File: src/rtl/core/voxel_space_carving_check_macros.svh
// assertion macros for the voxel space carving check
// expects clk and arst_n in the scope where a macro is used
`ifndef VOXEL_SPACE_CARVING_CHECK_MACROS_SVH
`define VOXEL_SPACE_CARVING_CHECK_MACROS_SVH

// same-cycle implication, off while in reset
`define VSCC_ASSERT_IMPLY(lbl, ante, cons) \
	lbl: assert property (@(posedge clk) disable iff (!arst_n) (ante) |-> (cons)) \
		else $error("vscc assertion failed");

// next-cycle implication, off while in reset
`define VSCC_ASSERT_NEXT(lbl, ante, cons) \
	lbl: assert property (@(posedge clk) disable iff (!arst_n) (ante) |=> (cons)) \
		else $error("vscc assertion failed");

`endif

File: src/rtl/core/vscc_fifo.sv
// small register queue used between front and back and on the result side
// depends on nothing but its parameters
module vscc_fifo #(
	parameter int WIDTH = 8,
	parameter int DEPTH = 4
) (
	input logic clk,
	input logic arst_n,
	input logic push,
	input logic [WIDTH-1:0] din,
	output logic full,
	input logic pop,
	output logic [WIDTH-1:0] dout,
	output logic empty
);
	localparam int PTRW = (DEPTH > 1) ? $clog2(DEPTH) : 1;
	localparam int CNTW = $clog2(DEPTH + 1);

	logic [WIDTH-1:0] mem_q [DEPTH];
	logic [PTRW-1:0] wr_q;
	logic [PTRW-1:0] rd_q;
	logic [CNTW-1:0] cnt_q;
	logic push_ok;
	logic pop_ok;

	assign full = (cnt_q == CNTW'(DEPTH));
	assign empty = (cnt_q == '0);
	assign push_ok = push && !full;
	assign pop_ok = pop && !empty;
	assign dout = mem_q[rd_q];

	always_ff @(posedge clk or negedge arst_n) begin
		if (!arst_n) begin
			wr_q <= '0;
			rd_q <= '0;
			cnt_q <= '0;
		end else begin
			if (push_ok) begin
				wr_q <= (wr_q == PTRW'(DEPTH - 1)) ? '0 : wr_q + 1'b1;
			end
			if (pop_ok) begin
				rd_q <= (rd_q == PTRW'(DEPTH - 1)) ? '0 : rd_q + 1'b1;
			end
			if (push_ok && !pop_ok) begin
				cnt_q <= cnt_q + 1'b1;
			end else if (pop_ok && !push_ok) begin
				cnt_q <= cnt_q - 1'b1;
			end
		end
	end

	always_ff @(posedge clk) begin
		if (push_ok) begin
			mem_q[wr_q] <= din;
		end
	end

endmodule

File: config.mk
export PLATFORM = sky130hd
export DESIGN_NAME = vscc_fifo
export DESIGN_NICKNAME = d
export VERILOG_FILES = /design/src/rtl/core/voxel_space_carving_check_macros.svh /design/src/rtl/core/vscc_fifo.sv
export SDC_FILE = /design/constraint.sdc
export NUM_CORES = 1
export LEC_CHECK = 0
export ABC_AREA = 0
export BUFFER_PORTS_ARGS = -buffer_cell sky130_fd_sc_hd__buf_2
export CORE_MARGIN = 10
export CORE_UTILIZATION = 39
export DETAILED_ROUTE_END_ITERATION = 16
export PLACE_DENSITY = 0.62
export SYNTH_ARGS = -nofsm -noshare
export SYNTH_HDL_FRONTEND = slang
export SYNTH_SLANG_ARGS = --single-unit
File: constraint.sdc
create_clock -name clk -period 2.5 [get_ports clk]
set_clock_uncertainty 0.05 [all_clocks]
set_input_delay 0.5 -clock clk [delete_from_list [all_inputs] [get_ports clk]]
set_output_delay 0.5 -clock clk [all_outputs]
set_load 0.02 [all_outputs]
==> results_dict.tcl <==
set metrics [dict create \
    status "complete, no violations" \
    grt_max_degree 13 \
    fin_crit_sh_pct 93.0 \
    viasPerCell 4.74 \
    fmax_ghz 0.430 \
    rows 23 \
    cp.required_ns 1.95 \
    hold_viol 0 \
    via_count 749 \
    grt_pass1_wl_mm 4.22 \
    yosys_most_used_dff "edfxtp_1" \
    total_power_mw 2.19 \
    critPathLaunchType "flop" \
    async_reset_ff_share_pct 17.9 \
    synth_fp_nets 98 \
    setup-tns-final_ns 0 \
    place_inst 149 \
    cp_cell_sequence "mux4_2, buf_2" \
    cellPowerDensity_mw_per_mm2 1170 \
    fin_nets 126 \
    yosysTopAreaCellShare_pct 59.4 \
    grt_pass1_vias 888 \
    io_pins 22 \
    die_h_um 84.4 \
    power_leakage_nw 0.718 \
    n_antenna_cell 0 \
    drc 0 \
    critPathTopFamily "flip-flops" \
    areaGrowthSynthToFinish_pct 15.9 \
    wl_per_cell_um 16.0 \
    whs_ns 0.376 \
    track_usage_pct 7.80 \
    critical_path.max_fanout 11 \
    yosys-top-cells-area "edfxtp_1 (59%), mux4_2 (11%), dfrtp_1 (11%)" \
    syn_area_mm2 0.00162 \
    cts_made_buffers 5 \
    synth_top_area_cell "edfxtp_1" \
    ir_drop_v 0.000518 \
    drtAntennaViolNets 0 \
    drive_above_1_share_pct 40.7 \
    rsz0062_at_grt "no" \
    dp_hpwl_mm 1.87 \
    crit_buf_inv 1 \
    syn_inst 79 \
    yosys_register_bits 39 \
    tritoncts "built" \
    hold_class "in2reg" \
    finalNonFillerCells 158 \
    max_cap_viol_count 0 \
    yosys-top-cells-count "edfxtp_1 (32), mux4_2 (8), dfrtp_1 (7)" \
    slowest_stage "dfrtp_1" \
    synth.yosys.seq_area_share_pct 70.2 \
    portBuffers 21 \
    h-tree-depth 2 \
    finalSetupViolations 0 \
    fin_util_pct 46.9 \
    drtIter0Drc 38 \
    final_max_slew_viol_count 0 \
    cts-root-buf "clkbuf_8" \
    clock_latency_ns 0.28 \
    maxSlewHeadroom_pct 59.7 \
    syn_area_per_cell_um2 20.5 \
    fp.dieArea_mm2 0.00712 \
    yosys_warnings 0 \
    die_w_um 84.4 \
    synth-edff-count 32 \
    fin_crit_ns 2.32 \
    cts_sinks 39 \
    synth_most_common_cell "edfxtp_1" \
    end_kind "output pin" \
    critical_path_class "reg2out" \
    overflow 0 \
    clkSlewWorstSetupHoldPaths_ns 0.07 \
    clockBufferDepth 2 \
    worst_pin_slew_ns 0.605 \
    initial_core_util_pct 40.4 \
    gp_congestion 0.642 \
    antenna_found_initial 0 \
    fp.coreArea_mm2 0.00400 \
    crit_arrival_ns 1.77 \
    synth_cell_types 19 \
    drt_pass1_iterations 3 \
    drt_wl_total_mm 2.53 \
    postCtsSetupBuffers 0 \
    critical_path.max_stage_delay_ns 0.73 \
]
-- layer usage --
layer / part of all wire, % / vias to the layer above / track usage, %
met4: 0.83 / 0 / 3.59
met2: 55 / 17 / 13.7
met1: 39 / 374 / 7.39
met3: 6.0 / 2 / 4.06
li1: - / 356 / -
met5: 0 / - / 0
-- what timing repair did --
action	in CTS	in global routing
hold buffers	1	0
hold endpoints to repair	7	0
resized for setup	0	0
-- layout by cell type, fill, tap and decap left out, drive strengths merged, types with 3 or more instances in the layout --
cell type | synthesis | routed
and2 | 3 | 3
ha | 6 | 6
mux4 | 8 | 8
dfrtp | 7 | 7
clkbuf | 1 | 6
buf | 1 | 22
nor2 | 4 | 4
edfxtp | 32 | 32
mux2 | 5 | 5
inv | 3 | 3
-- power by group --
group          switching [mW]  internal [mW]  leakage, nW  total, mW
Clock                   0.194          0.191       0.0426      0.385
Sequential              0.158          0.880        0.375       1.04
Combinational           0.375          0.397        0.300      0.772
-- cell type report --
cell class | count | area [um2]
Sequential cell | 39 | 1140
Fill cell | 339 | 2120
Tap cell | 50 | 62.6
Timing Repair Buffer | 23 | 123
Multi-Input combinational cell | 35 | 462
Inverter | 3 | 11.3
Clock inverter | 2 | 8.76
Clock buffer | 6 | 72.6
-- sequential cells by signal (all words and copies together) (netlist names) --
name and count:
cnt_q 3, rd_q 2, wr_q 2, mem_q 32
-- worst paths after layout --
check | start | endpoint | slack [ns] | cells after the start
max in group asynchronous | arst_n | cnt_q[2]$_DFFE_PN0P_ | 1.72 | 2
worst min register to register | cnt_q[2]$_DFFE_PN0P_ | cnt_q[2]$_DFFE_PN0P_ | 0.47 | 1
worst min-delay path | din[2] | mem_q[2][2]$_DFFE_PP_ | 0.38 | 1
worst max register to register | cnt_q[0]$_DFFE_PN0P_ | cnt_q[2]$_DFFE_PN0P_ | 0.41 | 8
min in group asynchronous | arst_n | rd_q[0]$_DFFE_PN0P_ | 0.52 | 2
worst max-delay path | rd_q[0]$_DFFE_PN0P_ | dout[6] | 0.18 | 2
-- stage by stage --
step	setup WS [ns]	area, um2
finish	0.175	1880
global route	0.0315	1880
CTS	0.107	1880
detailed placement	0.424	1780
global placement	0.464	1780
floorplan	0.124	1620
-- cell families after synthesis --
kind of cell / count (synthesis) / share of synthesized area [%]
xor+xnor: 3 / 1.62
fa+ha+maj: 7 / 5.88
buf+inv: 5 / 1.24
flops: 39 / 70.2
mux: 13 / 15.5
simple gates: 12 / 5.49
Note: power is estimated with default switching activity, not from simulation.
